`src/design/dtav_pkg.sv`:
```
// ----------------------------------------------------------------------------
// dtav_pkg
// types and constants shared by the decaying token activation vector
// ----------------------------------------------------------------------------
`default_nettype none

package dtav_pkg;

	// default number of token entries
	localparam int DTAV_DIM = 64;

	// field widths
	localparam int ACT_W   = 17;
	localparam int AMT_W   = 16;
	localparam int SIZE_W  = 7;
	localparam int TOK_W   = 8;
	localparam int IDX_W   = 6;
	localparam int CMD_W   = 2;
	localparam int CFG_IW  = 2;
	localparam int CFG_DW  = 16;

	// q1.16 constants
	localparam logic [ACT_W-1:0] ACT_ONE  = 17'h10000;
	localparam logic [ACT_W-1:0] ACT_ZERO = 17'h00000;

	// commands
	localparam logic [CMD_W-1:0] CMD_DECAY_SET = 2'd0;
	localparam logic [CMD_W-1:0] CMD_SET       = 2'd1;
	localparam logic [CMD_W-1:0] CMD_READ      = 2'd2;

	// register indexes
	localparam logic [CFG_IW-1:0] CFG_DECAY_MODE   = 2'd0;
	localparam logic [CFG_IW-1:0] CFG_DECAY_AMOUNT = 2'd1;
	localparam logic [CFG_IW-1:0] CFG_ACTIVE_SIZE  = 2'd2;

	// register reset values
	localparam logic              RST_DECAY_MODE   = 1'b0;
	localparam logic [AMT_W-1:0]  RST_DECAY_AMOUNT = 16'd6554;
	localparam logic [SIZE_W-1:0] RST_ACTIVE_SIZE  = 7'd64;

	// decay modes
	localparam logic MODE_LINEAR = 1'b0;
	localparam logic MODE_EXP    = 1'b1;

	typedef struct packed {
		logic [CMD_W-1:0] command;
		logic [TOK_W-1:0] token;
	} dtav_in_t;

	typedef struct packed {
		logic [IDX_W-1:0] entry_index;
		logic [ACT_W-1:0] activation;
		logic             last;
		logic             range_error;
	} dtav_out_t;

endpackage

`default_nettype wire

```
`src/design/dtav_mem.sv`:
```
// ----------------------------------------------------------------------------
// dtav_mem
// activation store, one write and one registered read port, per-entry
// valid bits so that unwritten entries read as zero after reset
// ----------------------------------------------------------------------------
`default_nettype none

module dtav_mem
	import dtav_pkg::*;
#(
	parameter int DEPTH = DTAV_DIM
) (
	input  wire                        clk,
	input  wire                        arst_n,
	input  wire                        wr_en,
	input  wire [$clog2(DEPTH)-1:0]    wr_addr,
	input  wire [ACT_W-1:0]            wr_data,
	input  wire                        rd_en,
	input  wire [$clog2(DEPTH)-1:0]    rd_addr,
	output logic [ACT_W-1:0]           rd_data
);

	logic [ACT_W-1:0] mem [DEPTH];
	logic [DEPTH-1:0] valid_q;
	logic [ACT_W-1:0] rd_data_q;

	always_ff @(posedge clk or negedge arst_n) begin
		if (!arst_n) begin
			valid_q <= '0;
		end else if (wr_en) begin
			valid_q[wr_addr] <= 1'b1;
		end
	end

	always_ff @(posedge clk) begin
		if (wr_en) begin
			mem[wr_addr] <= wr_data;
		end
	end

	always_ff @(posedge clk) begin
		if (rd_en) begin
			rd_data_q <= valid_q[rd_addr] ? mem[rd_addr] : ACT_ZERO;
		end
	end

	assign rd_data = rd_data_q;

endmodule

`default_nettype wire

```
`src/design/dtav_decay.sv`:
```
// ----------------------------------------------------------------------------
// dtav_decay
// shared decay unit: linear subtract with floor at zero, or q0.16 multiply
// ----------------------------------------------------------------------------
`default_nettype none

module dtav_decay
	import dtav_pkg::*;
(
	input  wire              mode,
	input  wire [AMT_W-1:0]  amount,
	input  wire [ACT_W-1:0]  act_in,
	output logic [ACT_W-1:0] act_out
);

	logic [ACT_W+AMT_W-1:0] prod;
	logic [ACT_W-1:0]       amt_ext;

	assign amt_ext = ACT_W'(amount);
	assign prod    = (ACT_W+AMT_W)'(act_in) * (ACT_W+AMT_W)'(amount);

	always_comb begin
		if (mode == MODE_EXP) begin
			// truncate toward zero
			act_out = prod[ACT_W+AMT_W-1:AMT_W];
		end else begin
			act_out = (act_in > amt_ext) ? ACT_W'(act_in - amt_ext) : ACT_ZERO;
		end
	end

endmodule

`default_nettype wire

```
`src/design/decaying_token_activation_vector_top.sv`:
```
// ----------------------------------------------------------------------------
// decaying_token_activation_vector_top
// per-token activation vector with linear or exponential decay
// ----------------------------------------------------------------------------
// The block keeps DIM unsigned q1.16 activations (0x10000 is 1.0), all zero
// after reset. An input word carries a command and a token. Command 0 decays
// every entry in use and then sets the token's entry to 1.0; command 1 sets the
// entry without decay; command 2 streams out every entry in use, one output
// word per entry, with last on the final one. A token at or beyond the active
// size gives one output word with range_error set and activation zero, and the
// entry is left alone (the decay of command 0 still runs). Command 3 is
// dropped. Entries beyond the active size keep their values. The decay pass
// is set by the single read port of the activation memory, one entry per
// cycle through the shared decay unit; read-out takes a memory read and then
// the output load for each entry, and waits while the output is stalled.
// The input stall is high whenever an item is in progress. Config writes are
// always taken (cfg_ready tied high) and must be made while the block is idle.
// There is no clearing pass after reset: per-entry valid bits give zero.
// ----------------------------------------------------------------------------
`default_nettype none

module decaying_token_activation_vector_top
	import dtav_pkg::*;
#(
	parameter int DIM = DTAV_DIM
) (
	input  wire                 clk,
	input  wire                 arst_n,
	// input words
	input  wire                 in_valid,
	output logic                in_stall,
	input  dtav_in_t            in_data,
	// output words
	output logic                out_valid,
	input  wire                 out_stall,
	output dtav_out_t           out_data,
	// config writes
	input  wire                 cfg_valid,
	output logic                cfg_ready,
	input  wire [CFG_IW-1:0]    cfg_index,
	input  wire [CFG_DW-1:0]    cfg_data
);

	localparam int AW = $clog2(DIM);
	localparam int CW = $clog2(DIM + 1);

	// sequencer states
	typedef enum logic [4:0] {
		ST_IDLE     = 5'b00001,
		ST_DECAY    = 5'b00010,
		ST_SET      = 5'b00100,
		ST_RD_ISSUE = 5'b01000,
		ST_RD_EMIT  = 5'b10000
	} state_t;

	state_t state_q;

	// config registers
	logic              mode_q;
	logic [AMT_W-1:0]  amount_q;
	logic [SIZE_W-1:0] size_q;

	// current item
	logic [TOK_W-1:0]  tok_q;
	logic [CW-1:0]     cnt_q;

	// decay pipeline, read issued in one cycle, written back the next
	logic              vld_s1;
	logic [AW-1:0]     addr_s1;

	// output register
	logic              out_valid_q;
	dtav_out_t         out_q;

	// memory ports
	logic              wr_en;
	logic [AW-1:0]     wr_addr;
	logic [ACT_W-1:0]  wr_data;
	logic              rd_en;
	logic [AW-1:0]     rd_addr;
	logic [ACT_W-1:0]  rd_data;
	logic [ACT_W-1:0]  decayed;

	logic [CW-1:0]     n_used;
	logic              in_acc;
	logic              out_free;
	logic              tok_err;
	logic              dec_issue;
	logic              rd_last;

	// entries in use: zero counts as one, anything above DIM as DIM
	always_comb begin
		if (size_q == '0) begin
			n_used = CW'(1);
		end else if (size_q > SIZE_W'(DIM)) begin
			n_used = CW'(DIM);
		end else begin
			n_used = CW'(size_q);
		end
	end

	assign cfg_ready = 1'b1;
	assign in_stall  = (state_q != ST_IDLE);
	assign in_acc    = in_valid && !in_stall;
	assign out_free  = !out_valid_q || !out_stall;
	assign tok_err   = (tok_q >= TOK_W'(n_used));
	assign dec_issue = (state_q == ST_DECAY) && (cnt_q < n_used);
	assign rd_last   = (CW'(cnt_q + CW'(1)) == n_used);

	// config register writes
	always_ff @(posedge clk or negedge arst_n) begin
		if (!arst_n) begin
			mode_q   <= RST_DECAY_MODE;
			amount_q <= RST_DECAY_AMOUNT;
			size_q   <= RST_ACTIVE_SIZE;
		end else if (cfg_valid && cfg_ready) begin
			case (cfg_index)
				CFG_DECAY_MODE:   mode_q   <= cfg_data[0];
				CFG_DECAY_AMOUNT: amount_q <= cfg_data[AMT_W-1:0];
				CFG_ACTIVE_SIZE:  size_q   <= cfg_data[SIZE_W-1:0];
				default: ;
			endcase
		end
	end

	// memory port selection
	always_comb begin
		rd_en   = 1'b0;
		rd_addr = cnt_q[AW-1:0];
		wr_en   = 1'b0;
		wr_addr = addr_s1;
		wr_data = decayed;
		case (state_q)
			ST_DECAY: begin
				rd_en = dec_issue;
				wr_en = vld_s1;
			end
			ST_SET: begin
				// token write happens with the output load, exactly once, unless the token is out of range
				wr_en   = out_free && !tok_err;
				wr_addr = tok_q[AW-1:0];
				wr_data = ACT_ONE;
			end
			ST_RD_ISSUE: begin
				rd_en = 1'b1;
			end
			default: ;
		endcase
	end

	// sequencer
	always_ff @(posedge clk or negedge arst_n) begin
		if (!arst_n) begin
			state_q <= ST_IDLE;
			cnt_q   <= '0;
			vld_s1  <= 1'b0;
		end else begin
			vld_s1 <= dec_issue;
			case (state_q)
				ST_IDLE: begin
					cnt_q <= '0;
					if (in_acc) begin
						case (in_data.command)
							CMD_DECAY_SET: state_q <= ST_DECAY;
							CMD_SET:       state_q <= ST_SET;
							CMD_READ:      state_q <= ST_RD_ISSUE;
							default:       state_q <= ST_IDLE;
						endcase
					end
				end
				ST_DECAY: begin
					if (dec_issue) begin
						cnt_q <= CW'(cnt_q + CW'(1));
					end else if (!vld_s1) begin
						// last write-back done
						state_q <= ST_SET;
					end
				end
				ST_SET: begin
					if (out_free) begin
						state_q <= ST_IDLE;
					end
				end
				ST_RD_ISSUE: begin
					state_q <= ST_RD_EMIT;
				end
				ST_RD_EMIT: begin
					if (out_free) begin
						cnt_q   <= CW'(cnt_q + CW'(1));
						state_q <= rd_last ? ST_IDLE : ST_RD_ISSUE;
					end
				end
				default: state_q <= ST_IDLE;
			endcase
		end
	end

	// item payload and decay address pipeline
	always_ff @(posedge clk) begin
		if (in_acc) begin
			tok_q <= in_data.token;
		end
		addr_s1 <= cnt_q[AW-1:0];
	end

	// output word register
	always_ff @(posedge clk or negedge arst_n) begin
		if (!arst_n) begin
			out_valid_q <= 1'b0;
		end else if (out_free && ((state_q == ST_SET) || (state_q == ST_RD_EMIT))) begin
			out_valid_q <= 1'b1;
		end else if (!out_stall) begin
			out_valid_q <= 1'b0;
		end
	end

	always_ff @(posedge clk) begin
		if (out_free) begin
			if (state_q == ST_SET) begin
				out_q.entry_index <= tok_q[IDX_W-1:0];
				out_q.activation  <= tok_err ? ACT_ZERO : ACT_ONE;
				out_q.last        <= 1'b1;
				out_q.range_error <= tok_err;
			end else if (state_q == ST_RD_EMIT) begin
				out_q.entry_index <= IDX_W'(cnt_q);
				out_q.activation  <= rd_data;
				out_q.last        <= rd_last;
				out_q.range_error <= 1'b0;
			end
		end
	end

	assign out_valid = out_valid_q;
	assign out_data  = out_q;

	dtav_mem #(
		.DEPTH   (DIM)
	) u_mem (
		.clk     (clk),
		.arst_n  (arst_n),
		.wr_en   (wr_en),
		.wr_addr (wr_addr),
		.wr_data (wr_data),
		.rd_en   (rd_en),
		.rd_addr (rd_addr),
		.rd_data (rd_data)
	);

	// the one shared decay unit
	dtav_decay u_decay (
		.mode    (mode_q),
		.amount  (amount_q),
		.act_in  (rd_data),
		.act_out (decayed)
	);

endmodule

`default_nettype wire

```
`config.mk`:
```
export PLATFORM = sky130hd
export DESIGN_NAME = decaying_token_activation_vector_top
export DESIGN_NICKNAME = d
export VERILOG_FILES = /design/src/design/dtav_pkg.sv /design/src/design/dtav_mem.sv /design/src/design/dtav_decay.sv /design/src/design/decaying_token_activation_vector_top.sv
export SDC_FILE = /design/constraint.sdc
export NUM_CORES = 2
export LEC_CHECK = 0
export BUFFER_PORTS_ARGS = -buffer_cell sky130_fd_sc_hd__buf_4
export CAP_MARGIN = 10
export CORE_ASPECT_RATIO = 2
export CORE_UTILIZATION = 34
export DETAILED_ROUTE_END_ITERATION = 8
export PLACE_DENSITY_LB_ADDON = 0.25
export SYNTH_ARGS = -nofsm -noshare
export SYNTH_HDL_FRONTEND = slang
export SYNTH_SLANG_ARGS = --single-unit
```
`constraint.sdc`:
```
create_clock -name clk -period 25.7 [get_ports clk]
set_input_delay 1.285 -clock clk [delete_from_list [all_inputs] [get_ports clk]]
set_output_delay 1.285 -clock clk [all_outputs]
set_load 0.02 [all_outputs]
```
* Yosys cells after proc, flatten, opt, wreduce, memory -nomap -nowiden
Memory sizes are Yosys's and may differ from the RTL's. A register that Yosys moved wholly into a read port is not among the register bits.
Index checks and enable logic that the tools add are counted.
** Operators by class
- Add/sub/neg operators :: 2
- Multiply operators :: 1
- Order comparisons :: 7
- Equal/unequal tests :: 18
- Multiplexer cells :: 30
- Bitwise gates (word level) :: 1
- Reduce and logical (&&, ||, !) cells :: 23
** Operators by type and width (count)
- 2-to-1 mux 17 bit :: 4
- bitwise OR 64 bit :: 1
- 2-to-1 mux 25 bit :: 2
- multiplier 17 x 16 -> 33 bit :: 1
- 2-to-1 mux 7 bit :: 4
- 2-to-1 mux 5 bit :: 5
- case mux 5 bit (5 select lines) :: 1
- case mux 7 bit (3 select lines) :: 1
- > comparator 17 x 16 -> 1 bit :: 1
- subtractor 17 x 16 -> 17 bit :: 1
- less-than comparator 6 x 7 -> 1 bit, second input constant :: 2
- inequality test 2 bit, second input constant :: 6
- case mux 4 bit (3 select lines) :: 1
- greater-or-equal comparator 8 x 7 -> 1 bit :: 1
- AND reduction 2 bit :: 4
- adder 7 x 1 -> 7 bit, second input constant :: 1
- == test 7 bit :: 1
- > comparator 7 bit, second input constant :: 1
- zero test 7 bit :: 1
- less-than comparator 7 bit :: 1
- binary-select mux 1 bit (select 6 bit) :: 1
- demux 1 bit (select 6 bit) :: 1
- greater-or-equal comparator 6 x 1 -> 1 bit, second input constant :: 1
- 2-to-1 mux 1 bit :: 6
- other kinds (20) :: 33
** Storage, ports and cells
- Bits in registers :: 141
- RAM bits :: 1088
- Input bits :: 33
- Output and inout port bits :: 28
- Logic and storage cells :: 97
- Memories :: 1
** Memory list
- u_mem.mem :: words 64, bits a word 17, read ports 1, clocked after memory_dff 1, wr ports 1, line dtav_mem.sv:23 : logic [ACT_W-1:0] mem [DEPTH];

* Logic depth before layout (Yosys ltp)
- Depth after elaboration :: 9
- Mapped depth :: 22
- Gate-level depth less buffers :: 21

* Hierarchy
Synthesis repeated with hierarchy kept, for this count alone.
** Second synthesis, totals
- Cells, all modules :: 3468
- Area, all modules :: 58204.6 µm²
** Modules (own cells, without submodules)
- dtav_mem :: times used 1, cells each 2000, area an instance 44655.3 µm², sequential area each 34783.4 µm²
- dtav_decay :: times used 1, cells each 1129, area an instance 9726.8 µm², sequential area each 0.0 µm²
- decaying_token_activation_vector_top :: times used 1, cells each 339, area an instance 3822.4 µm², sequential area each 2073.2 µm²

* Worst setup path before layout
Ideal clock, no wire load.
- Path type :: register -> register
- Start :: reg amount_q[1]
- End :: mem u_mem.mem[0][16], data pin
- Library setup time :: 588 ps
- Arrival :: 7743 ps
- Data required time :: 25112 ps
- Path slack :: 17369 ps
- Stages on the path, launching flop included :: 21
- Path buffers :: 2
- Period minus slack after synthesis :: 8331 ps
- Path through :: dfstp_2 clkbuf_1 clkbuf_1 nand2_1 fa_1 fa_1 inv_1 fa_1 fa_1 fa_1 inv_1 fa_1 inv_1 ha_1 a21oi_1 o211ai_1 o211ai_1 a31oi_1 o311a_1 or3_1 a31oi_1
** Between the ends
- Cells in the longest elaborated chain, start to end :: 4
- Elaborated cells between the ends (all ways) :: 6
- Classes of those cells :: 1 x add/sub; 1 x mul; 1 x order compare; 3 x mux
** Ends and longest elaborated chain
- start: declaration :: line decaying_token_activation_vector_top.sv:60 : logic [AMT_W-1:0] amount_q;
- start signal: assignment :: line decaying_token_activation_vector_top.sv:119 : CFG_DECAY_AMOUNT: amount_q <= cfg_data[AMT_W-1:0];
- branches (longest 2 deep; another with multiplier 17 x 16 -> 33 bit)
- 2-to-1 mux 17 bit * :: line dtav_decay.sv:23 : if (mode == MODE_EXP) begin
- 2-to-1 mux 17 bit * :: line decaying_token_activation_vector_top.sv:133 : case (state_q)
- net u_mem.wr_data[16] :: line dtav_mem.sv:17 : input wire [ACT_W-1:0] wr_data,
- end: declaration :: line dtav_mem.sv:23
Mark *: on every way through the listed nets, which the timed path passes.

* Worst setup path after layout
- Start :: reg u_mem.rd_data_q[6], in the netlist u_mem.rd_data[6] (read register of u_mem.mem)
- End :: mem u_mem.mem[22][11], data pin
** Between the ends
- Cells in the longest elaborated chain, start to end :: 4
- Elaborated cells between the ends (all ways) :: 6
- Classes of those cells :: 1 x add/sub; 1 x mul; 1 x order compare; 3 x mux
** Ends and longest elaborated chain
- start: declaration :: line dtav_mem.sv:25 : logic [ACT_W-1:0] rd_data_q;
- branches (longest 2 deep; another with multiplier 17 x 16 -> 33 bit)
- 2-to-1 mux 17 bit * :: line dtav_decay.sv:23
- 2-to-1 mux 17 bit * :: line decaying_token_activation_vector_top.sv:133
- net u_mem.wr_data[11] :: line dtav_mem.sv:17
Marks and branches as above.

==> run_results.csv <==
group,metric,value,unit
clocking,clock-root-buffer,"clkbuf_16",
route,wl_per_cell,27.8,um
synthesis,synth.area.top_cells,"edfxtp_1 (59%), mux4_2 (15%), fa_1 (7.1%)",
grt,grt_pass1_wl,233000,um
layout,drive_above_1_share,23.3,%
placed_design,io_buffers,59,
flow_run,cap_violations,0,
timing,finalSetupViolCount,0,
floorplan,die_y,587,um
timing,rsz0062_at_grt,"false",
route,routed_wl,160000,um
layout,syn2layout_area_growth,12.5,%
clocking,clock_sinks,1246,
clocking,cts_buffers,104,
timing,fin_setup_tns,0,ps
synthesis,syn_area,0.0583,mm^2
clocking,cts.htree.levels,3,
floorplan,start_util,34.3,%
synthesis,synth.most_common_cell,"edfxtp_1",
synthesis,synth_edf_count,1138,
floorplan,io_pins,61,
grt,antenna_found_initial,2,
timing,max_slew_margin,21.9,%
critical_path,worstRegToRegCells,20,
route,firstDrtPassIters,5,
placed_design,dp_slack,17720,ps
route,drcViolationCount,0,
synthesis,syn_nets,3689,
floorplan,rows,214,
grt,grt_max_degree,80,
layout,final_net_count,3794,
synthesis,synthFlopType,"edfxtp_1",
min_path,min_path_cells,1,
synthesis,synth-seq-cells,1246,
synthesis,synth_top_area_share,58.6,%
clocking,cts_buffer_depth,3,
floorplan,dieArea,0.173,mm^2
critical_path,crit_type,"flip-flop to flip-flop",
clocking,ctsResizeCount,0,
route,drt_iter0_drc,1838,
timing,clock_skew,85.3,ps
clocking,clock_latency,740,ps
route,antenna_left,0,
min_path,hp-class,"flip-flop to flip-flop",
critical_path,end_kind,"flip-flop",
synthesis,yosys_warnings,0,
synthesis,synth_common_cells,"edfxtp_1 (1,138), mux4_2 (377), inv_1 (260)",
grt,grt_pass1_vias,32698,
clocking,postCtsSetupRepairBufs,0,
clocking,ctsHoldBuffers,0,
clocking,clkTransAtPathRegs,70,ps
route,vias_per_cell,5.22,
critical_path,cp_max_fo,64,
synthesis,seq_area_frac_synth,63.2,%
grt,grtUsageTotal,18.8,%
timing,fin_crit,8040,ps
grt,overflow,0,
floorplan,die_x,295,um
timing,min_period_over_period,31.3,%
synthesis,ys_async_sr_fraction,8.19,%
synthesis,avgSynthCellArea,17.7,um^2
placed_design,dp_hpwl,105000,um
synthesis,yosys.area.top_type,"edfxtp_1",
status,outcome,"finished clean",
critical_path,worstPathArrival,8340,ps
critical_path,reg2reg_slack,17660,ps
clocking,cts_tree,"built",
critical_path,worstSetupStartpointType,"flip-flop",
timing,whs,474,ps
timing,hold_viol,0,
timing,worst_pin_slew,1170,ps
route,vias,30045,
critical_path,worstPathRequired,26000,ps
floorplan,core,0.170,mm^2
synthesis,synth_cell_types,65,
timing,finalWorstSetupSlack,17660,ps
timing,fmax,0.124,GHz
synthesis,synth_cells,3300,
timing,drv_slew,0,
placed_design,routabilityCongestion,0.843,
[through the flow]
stage | instance area (um^2) | util, % | instances
6_report | 65500 | 38.6 | 5761
5_1_grt | 65500 | 38.6 | 5760
4_1_cts | 65500 | 38.5 | 5758
3_5_place_dp | 62100 | 36.5 | 5567
3_3_place_gp | 62100 | 36.5 | 5567
2_1_floorplan | 58300 | - | 3300
[worst paths after layout]
| kind | startpoint | end |
|---|---|---|
| worst max register to register | u_mem.rd_data[6] | u_mem.mem[22][11] |
| worst min register to register | u_mem.valid_q[58] | u_mem.valid_q[58] |
| worst max-delay path | u_mem.rd_data[6] | u_mem.mem[22][11] |
| max in group asynchronous | arst_n | cnt_q[3] |
| min in group asynchronous | arst_n | u_mem.valid_q[29] |
| worst min-delay path | u_mem.valid_q[58] | u_mem.valid_q[58] |
[logic make-up (layout without fill, tap and decap cells)]
family                   after synthesis  count (layout)  synth area share [%]
buffers and inverters                420             610                  2.89
multiplexers                         407             407                  15.1
adder cells (fa/ha/maj)              356             356                  10.3
XOR/XNOR                              37              37                 0.556
AND/OR/NAND/NOR                      569             569                  4.72
other                                  1               4               0.00644
flip-flops                          1246            1246                  63.2
AO/OA/AOI/OAI                        264             264                  3.12
[layout by cell type, fill, tap and decap left out, types with 10 or more instances in the layout]
cell / instances
a211oi_1: 10
o211ai_1: 16
ha_1: 148
xor2_1: 20
nor2b_1: 23
o21ai_0: 26
clkbuf_16: 104
nor2_2: 29
mux2_2: 27
xnor2_1: 17
fa_1: 208
clkbuf_1: 21
nand2_1: 202
nor2_4: 28
buf_4: 158
and2_1: 118
nor3_1: 17
edfxtp_1: 1138
nand4_1: 17
mux4_2: 377
clkinv_1: 16
dfrtp_1: 88
bufinv_16: 10
inv_1: 260
o22ai_4: 11
o21bai_1: 69
a21o_1: 19
a21oi_1: 43
nand3_1: 19
nor2_1: 56
clkinv_2: 18
nand3b_1: 12
[metal layers]
layer / share of wire (%) / global-route usage, % / vias up
li1: - / - / 12779
met1: 34 / 19.7 / 16417
met2: 59 / 37.5 / 622
met5: 0 / 0 / -
met3: 2.8 / 1.61 / 227
met4: 4.0 / 7.55 / 0
[final cells by class]
| type | count | area, um^2 |
|---|---|---|
| inverter | 260 | 976 |
| clock buffer | 125 | 2680 |
| antenna | 3 | 7.51 |
| tap | 2268 | 2840 |
| fill | 15567 | 104000 |
| timing repair buffer | 159 | 1210 |
| clock inverter | 66 | 722 |
| sequential | 1246 | 36900 |
| multi-input combinational | 1634 | 20200 |
[flip-flops by register name, indices dropped and copies added (netlist names)]
register       flops
tok_q              8
out_valid          1
addr_s1            6
out_data          25
u_mem.mem       1088
state_q            5
mode_q             1
amount_q          16
cnt_q              7
vld_s1             1
u_mem.rd_data     17
size_q             7
u_mem.valid_q     64
[worst max-delay path, cell delays in order, from the launching register on]
cell,delay (ps)
edfxtp_1,880
nand2_1,170
fa_1,540
inv_1,60
fa_1,510
inv_1,60
fa_1,530
inv_1,60
fa_1,450
fa_1,500
inv_1,50
fa_1,480
inv_1,40
ha_1,350
nand4_1,220
nor4b_1,370
o211ai_1,360
a211oi_1,580
nor2b_1,170
o41a_1,350
nand2_2,810
Power is left out: the tool's default activity adds up to more than one toggle a clock period on the data nets, which glitch-free logic cannot reach.
